### src/sha1sh_pkg.sv
`timescale 1ns / 1ps
// ----------------------------------------------------------------------------
// sha1sh_pkg
// Shared types and constants of the SHA-1 stream hasher: controller states,
// the command and status groups between controller and datapath, and the
// fixed constants of the hash.
// ----------------------------------------------------------------------------
package sha1sh_pkg;

  // Number of chaining words and of digest words.
  localparam int unsigned NUM_CHAIN = 5;
  // Last round of one compression, and the boundaries of the four round groups.
  localparam logic [6:0] LAST_ROUND = 7'd79;
  localparam logic [6:0] GROUP1_START = 7'd20;
  localparam logic [6:0] GROUP2_START = 7'd40;
  localparam logic [6:0] GROUP3_START = 7'd60;
  // Index of the final digest word.
  localparam logic [2:0] LAST_WORD_IDX = 3'd4;
  // Padding constants.
  localparam logic [7:0] PAD_MARK = 8'h80;
  localparam logic [7:0] PAD_ZERO = 8'h00;

  // Initial chaining values H0..H4.
  localparam logic [31:0] H_INIT [NUM_CHAIN] = '{
    32'h67452301, 32'hEFCDAB89, 32'h98BADCFE, 32'h10325476, 32'hC3D2E1F0
  };

  // Round group, selecting the round function and its constant.
  typedef enum logic [1:0] {
    GRP_CH     = 2'd0,
    GRP_PARITY = 2'd1,
    GRP_MAJ    = 2'd2,
    GRP_PAR2   = 2'd3
  } group_t;

  // Source of the byte written into the block buffer.
  typedef enum logic [1:0] {
    BSEL_INPUT = 2'd0,
    BSEL_MARK  = 2'd1,
    BSEL_ZERO  = 2'd2,
    BSEL_LEN   = 2'd3
  } bsel_t;

  // Controller states.
  typedef enum logic [2:0] {
    ST_IDLE  = 3'd0,
    ST_PAD   = 3'd1,
    ST_LOAD  = 3'd2,
    ST_ROUND = 3'd3,
    ST_ADD   = 3'd4,
    ST_EMIT  = 3'd5
  } state_t;

  // Where the controller goes once a compression has finished.
  typedef enum logic [1:0] {
    RET_IDLE = 2'd0,
    RET_PAD  = 2'd1,
    RET_EMIT = 2'd2
  } ret_t;

  // Commands from the controller to the datapath.
  typedef struct packed {
    logic       put_byte;
    bsel_t      byte_sel;
    logic       count_bits;
    logic       load_vars;
    logic       do_round;
    group_t     group;
    logic       add_chain;
    logic       reinit;
    logic [2:0] emit_idx;
  } cmd_t;

  // Status from the datapath to the controller.
  typedef struct packed {
    logic pos_last;  // the next byte completes the block
    logic pos_len;   // the next byte lands where the length field starts
  } sts_t;

  // Round constant of a round group.
  function automatic logic [31:0] round_const(input group_t grp);
    logic [31:0] k;
    unique case (grp)
      GRP_CH:     k = 32'h5A827999;
      GRP_PARITY: k = 32'h6ED9EBA1;
      GRP_MAJ:    k = 32'h8F1BBCDC;
      GRP_PAR2:   k = 32'hCA62C1D6;
      default:    k = 32'h5A827999;
    endcase
    return k;
  endfunction

endpackage

### src/sha1_stream_hasher.sv
`timescale 1ns / 1ps
// ----------------------------------------------------------------------------
// sha1_stream_hasher
// SHA-1 over a byte stream with a controller and a one-round-per-cycle
// datapath; emits the 160-bit digest as five 32-bit words.
// ----------------------------------------------------------------------------
// Usage:
//   Input channel (in_valid / in_stall): one word per item carries a message
//   byte (in_data_byte, used when in_byte_present is 1) and an end flag.
//   An end word with no byte closes the message as it stands.
//   Output channel (out_valid / out_stall): after an end word, five words
//   out_digest_word H0..H4 with out_word_index 0..4 and out_last_word on
//   the fifth.
// Timing:
//   Byte words are accepted while the hasher is idle. The 64th byte of a
//   block starts a compression (load, 80 rounds, chaining add), during
//   which in_stall is high.
//   On an end word the padding bytes are written one per cycle (9 to 72),
//   followed by one or two compressions, then the digest words appear.
//   The digest words leave at one per cycle unless out_stall holds them;
//   a stalled word stays put and the input stays stalled until the fifth
//   word is taken, after which the hasher is ready for the next message.
//   Reset (rst_n low, synchronous) loads the initial chaining values and
//   clears the length.
// ----------------------------------------------------------------------------
module sha1_stream_hasher (
  input  logic        clk,
  input  logic        rst_n,
  input  logic        in_valid,
  output logic        in_stall,
  input  logic [7:0]  in_data_byte,
  input  logic        in_byte_present,
  input  logic        in_end_of_message,
  output logic        out_valid,
  input  logic        out_stall,
  output logic [31:0] out_digest_word,
  output logic [2:0]  out_word_index,
  output logic        out_last_word
);

  sha1sh_pkg::cmd_t cmd;
  sha1sh_pkg::sts_t sts;

  // Sequencing of bytes, padding, rounds and digest output.
  sha1sh_ctrl u_ctrl (
    .clk               (clk),
    .rst_n             (rst_n),
    .in_valid          (in_valid),
    .in_stall          (in_stall),
    .in_byte_present   (in_byte_present),
    .in_end_of_message (in_end_of_message),
    .out_valid         (out_valid),
    .out_stall         (out_stall),
    .out_word_index    (out_word_index),
    .out_last_word     (out_last_word),
    .cmd               (cmd),
    .sts               (sts)
  );

  // Schedule, rounds and chaining words.
  sha1sh_dp u_dp (
    .clk             (clk),
    .rst_n           (rst_n),
    .in_data_byte    (in_data_byte),
    .cmd             (cmd),
    .sts             (sts),
    .out_digest_word (out_digest_word)
  );

`ifndef SYNTHESIS
  // No new message word is taken while a digest is being handed out.
  assert property (@(posedge clk) disable iff (!rst_n)
    out_valid |-> in_stall)
    else $error("input accepted during digest output");

  // The final flag marks the fifth digest word only.
  assert property (@(posedge clk) disable iff (!rst_n)
    out_valid && out_last_word |-> out_word_index == sha1sh_pkg::LAST_WORD_IDX)
    else $error("last word flag on wrong digest word");

  // After the last digest word is taken the output falls silent and input opens.
  assert property (@(posedge clk) disable iff (!rst_n)
    out_valid && !out_stall && out_last_word |=> !out_valid && !in_stall)
    else $error("hasher did not return to idle after the digest");

  // Consecutive digest words are numbered in order.
  assert property (@(posedge clk) disable iff (!rst_n)
    out_valid && !out_stall && !out_last_word |=>
      out_valid && out_word_index == $past(out_word_index) + 3'd1)
    else $error("digest words out of order");
`endif

endmodule

### src/sha1sh_ctrl.sv
`timescale 1ns / 1ps
// ----------------------------------------------------------------------------
// sha1sh_ctrl
// Controller of the SHA-1 stream hasher. It accepts message words, steps the
// padding sequence, sequences the 80 rounds of each compression and hands
// out the five digest words.
// ----------------------------------------------------------------------------
module sha1sh_ctrl (
  input  logic                clk,
  input  logic                rst_n,
  input  logic                in_valid,
  output logic                in_stall,
  input  logic                in_byte_present,
  input  logic                in_end_of_message,
  output logic                out_valid,
  input  logic                out_stall,
  output logic [2:0]          out_word_index,
  output logic                out_last_word,
  output sha1sh_pkg::cmd_t    cmd,
  input  sha1sh_pkg::sts_t    sts
);

  sha1sh_pkg::state_t state_r, state_nxt;
  sha1sh_pkg::ret_t   ret_r, ret_nxt;
  logic               mark_r, mark_nxt;    // the 0x80 marker has been written
  logic               lenph_r, lenph_nxt;  // writing the length field
  logic [6:0]         round_r, round_nxt;
  logic [2:0]         idx_r, idx_nxt;

  // State and counter registers.
  always_ff @(posedge clk) begin
    if (!rst_n) begin
      state_r <= sha1sh_pkg::ST_IDLE;
      ret_r   <= sha1sh_pkg::RET_IDLE;
      mark_r  <= 1'b0;
      lenph_r <= 1'b0;
      round_r <= '0;
      idx_r   <= '0;
    end else begin
      state_r <= state_nxt;
      ret_r   <= ret_nxt;
      mark_r  <= mark_nxt;
      lenph_r <= lenph_nxt;
      round_r <= round_nxt;
      idx_r   <= idx_nxt;
    end
  end

  // Next state and counters.
  always_comb begin
    state_nxt = state_r;
    ret_nxt   = ret_r;
    mark_nxt  = mark_r;
    lenph_nxt = lenph_r;
    round_nxt = round_r;
    idx_nxt   = idx_r;
    unique case (state_r)
      sha1sh_pkg::ST_IDLE: begin
        if (in_valid) begin
          if (in_byte_present && sts.pos_last) begin
            state_nxt = sha1sh_pkg::ST_LOAD;
            ret_nxt   = in_end_of_message ? sha1sh_pkg::RET_PAD : sha1sh_pkg::RET_IDLE;
          end else if (in_end_of_message) begin
            state_nxt = sha1sh_pkg::ST_PAD;
          end
        end
      end
      sha1sh_pkg::ST_PAD: begin
        if (!mark_r) begin
          mark_nxt = 1'b1;
        end else if (lenph_r || sts.pos_len) begin
          lenph_nxt = 1'b1;
        end
        if (sts.pos_last) begin
          state_nxt = sha1sh_pkg::ST_LOAD;
          ret_nxt   = lenph_nxt ? sha1sh_pkg::RET_EMIT : sha1sh_pkg::RET_PAD;
        end
      end
      sha1sh_pkg::ST_LOAD: begin
        round_nxt = '0;
        state_nxt = sha1sh_pkg::ST_ROUND;
      end
      sha1sh_pkg::ST_ROUND: begin
        round_nxt = round_r + 7'd1;
        if (round_r == sha1sh_pkg::LAST_ROUND) begin
          state_nxt = sha1sh_pkg::ST_ADD;
        end
      end
      sha1sh_pkg::ST_ADD: begin
        unique case (ret_r)
          sha1sh_pkg::RET_IDLE: state_nxt = sha1sh_pkg::ST_IDLE;
          sha1sh_pkg::RET_PAD:  state_nxt = sha1sh_pkg::ST_PAD;
          sha1sh_pkg::RET_EMIT: begin
            state_nxt = sha1sh_pkg::ST_EMIT;
            idx_nxt   = '0;
          end
          default: state_nxt = sha1sh_pkg::ST_IDLE;
        endcase
      end
      sha1sh_pkg::ST_EMIT: begin
        if (!out_stall) begin
          if (idx_r == sha1sh_pkg::LAST_WORD_IDX) begin
            state_nxt = sha1sh_pkg::ST_IDLE;
            mark_nxt  = 1'b0;
            lenph_nxt = 1'b0;
          end else begin
            idx_nxt = idx_r + 3'd1;
          end
        end
      end
      default: state_nxt = sha1sh_pkg::ST_IDLE;
    endcase
  end

  // Handshakes and datapath commands.
  always_comb begin
    in_stall       = 1'b1;
    out_valid      = 1'b0;
    cmd            = '0;
    cmd.byte_sel   = sha1sh_pkg::BSEL_INPUT;
    cmd.emit_idx   = idx_r;
    if (round_r < sha1sh_pkg::GROUP1_START) begin
      cmd.group = sha1sh_pkg::GRP_CH;
    end else if (round_r < sha1sh_pkg::GROUP2_START) begin
      cmd.group = sha1sh_pkg::GRP_PARITY;
    end else if (round_r < sha1sh_pkg::GROUP3_START) begin
      cmd.group = sha1sh_pkg::GRP_MAJ;
    end else begin
      cmd.group = sha1sh_pkg::GRP_PAR2;
    end
    unique case (state_r)
      sha1sh_pkg::ST_IDLE: begin
        in_stall       = 1'b0;
        cmd.put_byte   = in_valid && in_byte_present;
        cmd.count_bits = in_valid && in_byte_present;
      end
      sha1sh_pkg::ST_PAD: begin
        cmd.put_byte = 1'b1;
        if (!mark_r) begin
          cmd.byte_sel = sha1sh_pkg::BSEL_MARK;
        end else if (lenph_r || sts.pos_len) begin
          cmd.byte_sel = sha1sh_pkg::BSEL_LEN;
        end else begin
          cmd.byte_sel = sha1sh_pkg::BSEL_ZERO;
        end
      end
      sha1sh_pkg::ST_LOAD:  cmd.load_vars = 1'b1;
      sha1sh_pkg::ST_ROUND: cmd.do_round = 1'b1;
      sha1sh_pkg::ST_ADD:   cmd.add_chain = 1'b1;
      sha1sh_pkg::ST_EMIT: begin
        out_valid  = 1'b1;
        cmd.reinit = !out_stall && (idx_r == sha1sh_pkg::LAST_WORD_IDX);
      end
      default: in_stall = 1'b1;
    endcase
  end

  assign out_word_index = idx_r;
  assign out_last_word  = (idx_r == sha1sh_pkg::LAST_WORD_IDX);

endmodule

### src/sha1sh_dp.sv
`timescale 1ns / 1ps
// ----------------------------------------------------------------------------
// sha1sh_dp
// Datapath of the SHA-1 stream hasher: byte packing into a 16-word schedule
// shift line, the message bit counter, one SHA-1 round per cycle and the
// five chaining words.
// ----------------------------------------------------------------------------
module sha1sh_dp (
  input  logic             clk,
  input  logic             rst_n,
  input  logic [7:0]       in_data_byte,
  input  sha1sh_pkg::cmd_t cmd,
  output sha1sh_pkg::sts_t sts,
  output logic [31:0]      out_digest_word
);

  logic [31:0] sched_r [16];          // schedule shift line, oldest word at 0
  logic [23:0] acc_r;                 // bytes of the word being packed
  logic [5:0]  pos_r;                 // byte position in the current block
  logic [63:0] bitlen_r;              // message length in bits
  logic [31:0] chain_r [sha1sh_pkg::NUM_CHAIN];
  logic [31:0] a_r, b_r, c_r, d_r, e_r;

  logic [7:0]  byte_val;
  logic [31:0] f_val;
  logic [31:0] w_new;
  logic [31:0] t_val;

  // Byte to be written into the block.
  always_comb begin
    case (cmd.byte_sel)
      sha1sh_pkg::BSEL_INPUT: byte_val = in_data_byte;
      sha1sh_pkg::BSEL_MARK:  byte_val = sha1sh_pkg::PAD_MARK;
      sha1sh_pkg::BSEL_ZERO:  byte_val = sha1sh_pkg::PAD_ZERO;
      default:                byte_val = bitlen_r[{~pos_r[2:0], 3'b000} +: 8];
    endcase
  end

  // Round function of the current round group.
  always_comb begin
    case (cmd.group)
      sha1sh_pkg::GRP_CH:  f_val = (b_r & (c_r ^ d_r)) ^ d_r;
      sha1sh_pkg::GRP_MAJ: f_val = ((b_r | c_r) & d_r) | (b_r & c_r);
      default:             f_val = b_r ^ c_r ^ d_r;
    endcase
  end

  // Next schedule word and the new working variable a.
  always_comb begin
    w_new = sched_r[13] ^ sched_r[8] ^ sched_r[2] ^ sched_r[0];
    w_new = {w_new[30:0], w_new[31]};
    t_val = {a_r[26:0], a_r[31:27]} + f_val + e_r
          + sha1sh_pkg::round_const(cmd.group) + sched_r[0];
  end

  // Block position, bit counter and chaining words.
  always_ff @(posedge clk) begin
    if (!rst_n || cmd.reinit) begin
      pos_r    <= '0;
      bitlen_r <= '0;
      for (int i = 0; i < sha1sh_pkg::NUM_CHAIN; i++) begin
        chain_r[i] <= sha1sh_pkg::H_INIT[i];
      end
    end else begin
      if (cmd.put_byte) begin
        pos_r <= pos_r + 6'd1;
      end
      if (cmd.count_bits) begin
        bitlen_r <= bitlen_r + 64'd8;
      end
      if (cmd.add_chain) begin
        chain_r[0] <= chain_r[0] + a_r;
        chain_r[1] <= chain_r[1] + b_r;
        chain_r[2] <= chain_r[2] + c_r;
        chain_r[3] <= chain_r[3] + d_r;
        chain_r[4] <= chain_r[4] + e_r;
      end
    end
  end

  // Byte packing and schedule shift line.
  always_ff @(posedge clk) begin
    if (cmd.put_byte) begin
      acc_r <= {acc_r[15:0], byte_val};
      if (pos_r[1:0] == 2'b11) begin
        for (int i = 0; i < 15; i++) begin
          sched_r[i] <= sched_r[i + 1];
        end
        sched_r[15] <= {acc_r, byte_val};
      end
    end else if (cmd.do_round) begin
      for (int i = 0; i < 15; i++) begin
        sched_r[i] <= sched_r[i + 1];
      end
      sched_r[15] <= w_new;
    end
  end

  // Working variables of the compression.
  always_ff @(posedge clk) begin
    if (cmd.load_vars) begin
      a_r <= chain_r[0];
      b_r <= chain_r[1];
      c_r <= chain_r[2];
      d_r <= chain_r[3];
      e_r <= chain_r[4];
    end else if (cmd.do_round) begin
      a_r <= t_val;
      b_r <= a_r;
      c_r <= {b_r[1:0], b_r[31:2]};
      d_r <= c_r;
      e_r <= d_r;
    end
  end

  assign sts.pos_last    = (pos_r == 6'd63);
  assign sts.pos_len     = (pos_r == 6'd56);
  assign out_digest_word = chain_r[cmd.emit_idx];

endmodule

### config.mk
export PLATFORM = sky130hd
export DESIGN_NAME = sha1_stream_hasher
export DESIGN_NICKNAME = d
export VERILOG_FILES = /design/src/sha1sh_pkg.sv /design/src/sha1_stream_hasher.sv /design/src/sha1sh_ctrl.sv /design/src/sha1sh_dp.sv
export SDC_FILE = /design/constraint.sdc
export NUM_CORES = 2
export LEC_CHECK = 0
export BUFFER_PORTS_ARGS = -buffer_cell sky130_fd_sc_hd__buf_2
export CORE_MARGIN = 1
export CORE_UTILIZATION = 45
export DETAILED_ROUTE_END_ITERATION = 6
export HOLD_SLACK_MARGIN = 0.1
export PLACE_DENSITY_LB_ADDON = 0.2
export SYNTH_ARGS = -nofsm -noshare
export SYNTH_HDL_FRONTEND = slang
export SYNTH_SLANG_ARGS = --single-unit
### constraint.sdc
create_clock -name clk -period 39.5 [get_ports clk]
set_input_delay 1.975 -clock clk [delete_from_list [all_inputs] [get_ports clk]]
set_output_delay 1.975 -clock clk [all_outputs]
set_load 0.02 [all_outputs]
==> impl_metrics.yaml <==
clocking:
  insertion_delay_ps: 700
  cts_buffers: 103
  cts.htree.levels: 3
  postCtsHoldBufs: 0
  cts_resized: 0
  clockRootBuffer: "clkbuf_16"
  postCtsSetupBuffers: 0
  path_clk_slew_ps: 60
  clock-sinks: 943
  cts_tree: "built"
  cts_max_path_buffers: 3
synthesis:
  ys.flop_type: "edfxtp_1"
  yosysTopAreaCell: "edfxtp_1"
  synthesis.area_um2: 48900
  synth_top_family_by_area: "simple AND/OR/NAND/NOR gates"
  synth-simple-area-share_pct: 10.7
  synthAdderAreaFrac_pct: 10.7
  synthMuxAreaShare_pct: 3.33
  synth_cell_types: 87
  synth_compound_area_share_pct: 10.3
  synth-edff-count: 856
  async_flop_share_pct: 0
  syn-mean-instance-area_um2: 11.9
  ys.warnings.count: 0
  yosys-top-cells-area: "edfxtp_1 53%, ha_1 6.8%, nand2_1 4.0%"
  post-synth-top-area-fraction_pct: 52.6
  synthXorXnorAreaFrac_pct: 5.27
  ys_seq_area_share_pct: 56.2
  ys_seq_elements: 943
  syn_nets: 4476
  netlist_instances: 4102
route:
  drc: 0
  dr.pass1.iters: 5
  drt_iter0_markers: 2633
  antenna_left: 0
  vias_per_cell: 5.54
  wirelength_um: 119000
  via_count: 31300
  avgRoutedWirePerCell_um: 21.1
timing:
  layout_min_cycle_time_ps: 7420
  fin_tns_setup_ps: 0
  hold_violations: 0
  drv_slew: 0
  fin_worst_skew_ps: 47.0
  min_period_over_period_pct: 18.8
  worstMarginPinSlew_ps: 1310
  setup_viol: 0
  relSlewSlack_pct: 12.5
  rsz0062_at_grt: "false"
  fin_ws_ps: 32080
  max_freq_mhz: 135
floorplanning:
  die_h_um: 332
  core_area_um2: 107000
  start_util_pct: 45.5
  num_rows: 120
  die-area_um2: 110000
  die_w_um: 332
  ios: 52
critical_path:
  start_kind: "flop"
  crit_type: "reg2reg"
  r2r_start: "u_ctrl.round_r[5]"
  ff2ff_setup_slack_ps: 32080
  r2r_cells: 24
  worstSetupEndpointType: "flop"
  crit_fanout: 58
  r2r-end: "u_dp.a_r[30]"
  cp.arrival_ps: 7920
  cp.required_ps: 40010
global_routing:
  grt-busiest-layer: "met2"
  grt_overflow: 0
  globalRouteMet1Util_pct: 31.3
  grt_pass1_vias: 30500
  grt_first_pass_wirelength_um: 183000
  grt_usage_pct: 21.6
  grt_max_degree: 225
  antenna_found_initial: 2
  grt_use_met3_pct: 2.92
  grt_use_met2_pct: 33.7
worst_hold_path:
  hold_end: "u_dp.sched_r[3][76]"
  holdPathStages: 0
  holdCritStartpoint: "u_dp.sched_r[3][108]"
  hold_class: "reg2reg"
finish:
  fin_area_um2: 54100
  antenna_cells: 0
  drive_gt1_share_pct: 8.56
  utilization_pct: 50.4
  syn2layout_area_growth_pct: 10.7
  layout_commonest_cell: "edfxtp_1"
  num-nets-final: 4540
  n_fill_cell: 9370
  mostFrequentLayoutCells: "856 x edfxtp_1, 520 x nand2_1, 336 x inv_1, 270 x o21ai_0, 265 x ha_1"
status:
  status: "finished clean"
placement:
  gp_congestion: 0.875
  placed_cell_area_um2: 50700
  pre_cts_slack_ps: 32080
  dp_hpwl_um: 83400
  placement.io_buffers: 51
job:
  cap_viol_max_count: 0
power:
  report.power.total_uw: 4050
  leakage_uw: 0.0196
  peakVddDrop_mv: 0.0604
  power.density_nw_per_um2: 74.8
[per-stage QoR]
step | std cells | hold WS, ps
after global routing | 5656 | 403
after detailed placement | 5464 | 405
after floorplan | 4102 | 400
after global placement | 5464 | 400
after CTS | 5656 | 405
final | 5656 | 408
[cells by family after synthesis]
kind of cell	Yosys count
and+or+nand+nor	1133
DFF	943
AOI/OAI and AO/OA	813
buffers and inverters	456
adders and majority gates	361
xor gates and xnor gates	294
muxes	102
[cells in the mapped netlist, drive strengths merged (18+ instances only)]
master,count
a31oi,22
nand2b,51
nor3b,18
nand4,28
a211oi,31
fa,93
o21a,42
o211ai,19
and2,21
xor2,104
ha,267
o21ai,274
a311oi,19
dfxtp,87
mux2,34
edfxtp,856
nor2b,41
or3,36
nand3,64
and3,30
nand2,523
xnor2,190
a21oi,210
mux2i,23
mux4,45
a21o,54
nor3,46
clkbuf,92
nor2,229
buf,27
inv,336
[area by class of cell]
cell class                 count  area [um2]  share of cell area, %
clock buffer                 127        2740                   5.07
tap                         1403        1760                   3.25
inverter                     337        1270                   2.35
sequential                   943       27500                   50.7
timing repair buffer          78         495                  0.916
multi-input combinational   2703       19700                   36.5
clock inverter                65         641                   1.18
[state kept, by name, summed over array words and instances (netlist names), 2 cells and up, named ones only]
name,cells
u_ctrl.state_r,3
u_dp.d_r,32
u_dp.b_r,32
u_dp.acc_r,24
u_dp.pos_r,6
u_dp.sched_r,512
u_ctrl.ret_r,2
u_dp.bitlen_r,61
u_ctrl.round_r,7
u_dp.c_r,32
u_dp.chain_r,160
u_dp.a_r,32
u_ctrl.out_word_index,3
u_dp.e_r,32
[report_power, final]
part / switching (uW) / internal (uW)
sequential: 105 / 1320
combinational: 985 / 676
clock: 409 / 553
total: 1500 / 2550
[metal layers]
metal  routed length, um  up-vias
li1                    -    14900
met3                5690      198
met5                   0        -
met2               54100      769
met4                3710        0
met1               55900    15500
[critical path, cell delays in order (launching register included)]
cell and delay (ps):
dfxtp_1 390, inv_1 100, maj3_1 390, a211oi_1 500
ha_4 420, buf_4 590, nand2b_1 210, o22ai_1 80
a311oi_1 270, a21oi_1 130, fa_1 500, fa_1 540
inv_1 60, fa_1 490, inv_1 40, ha_1 320
and3_1 210, and2_1 160, a221oi_1 320, a21boi_0 230
o31ai_1 270, nand2b_1 150, a221oi_1 310, mux2_2 370
o21ai_0 140
[worst max path at each step]
stage | start | end | slack, ps
floorplan | u_ctrl.state_r[1] | u_dp.sched_r[0][0] | 21960
global placement | u_ctrl.round_r[5] | u_dp.a_r[30] | 32290
detailed placement | u_ctrl.round_r[5] | u_dp.a_r[30] | 32080
CTS | u_ctrl.round_r[5] | u_dp.a_r[30] | 32090
global route | u_ctrl.round_r[5] | u_dp.a_r[30] | 31630
finish | u_ctrl.round_r[5] | u_dp.a_r[30] | 32080
Power figures use the tool's default switching activity.
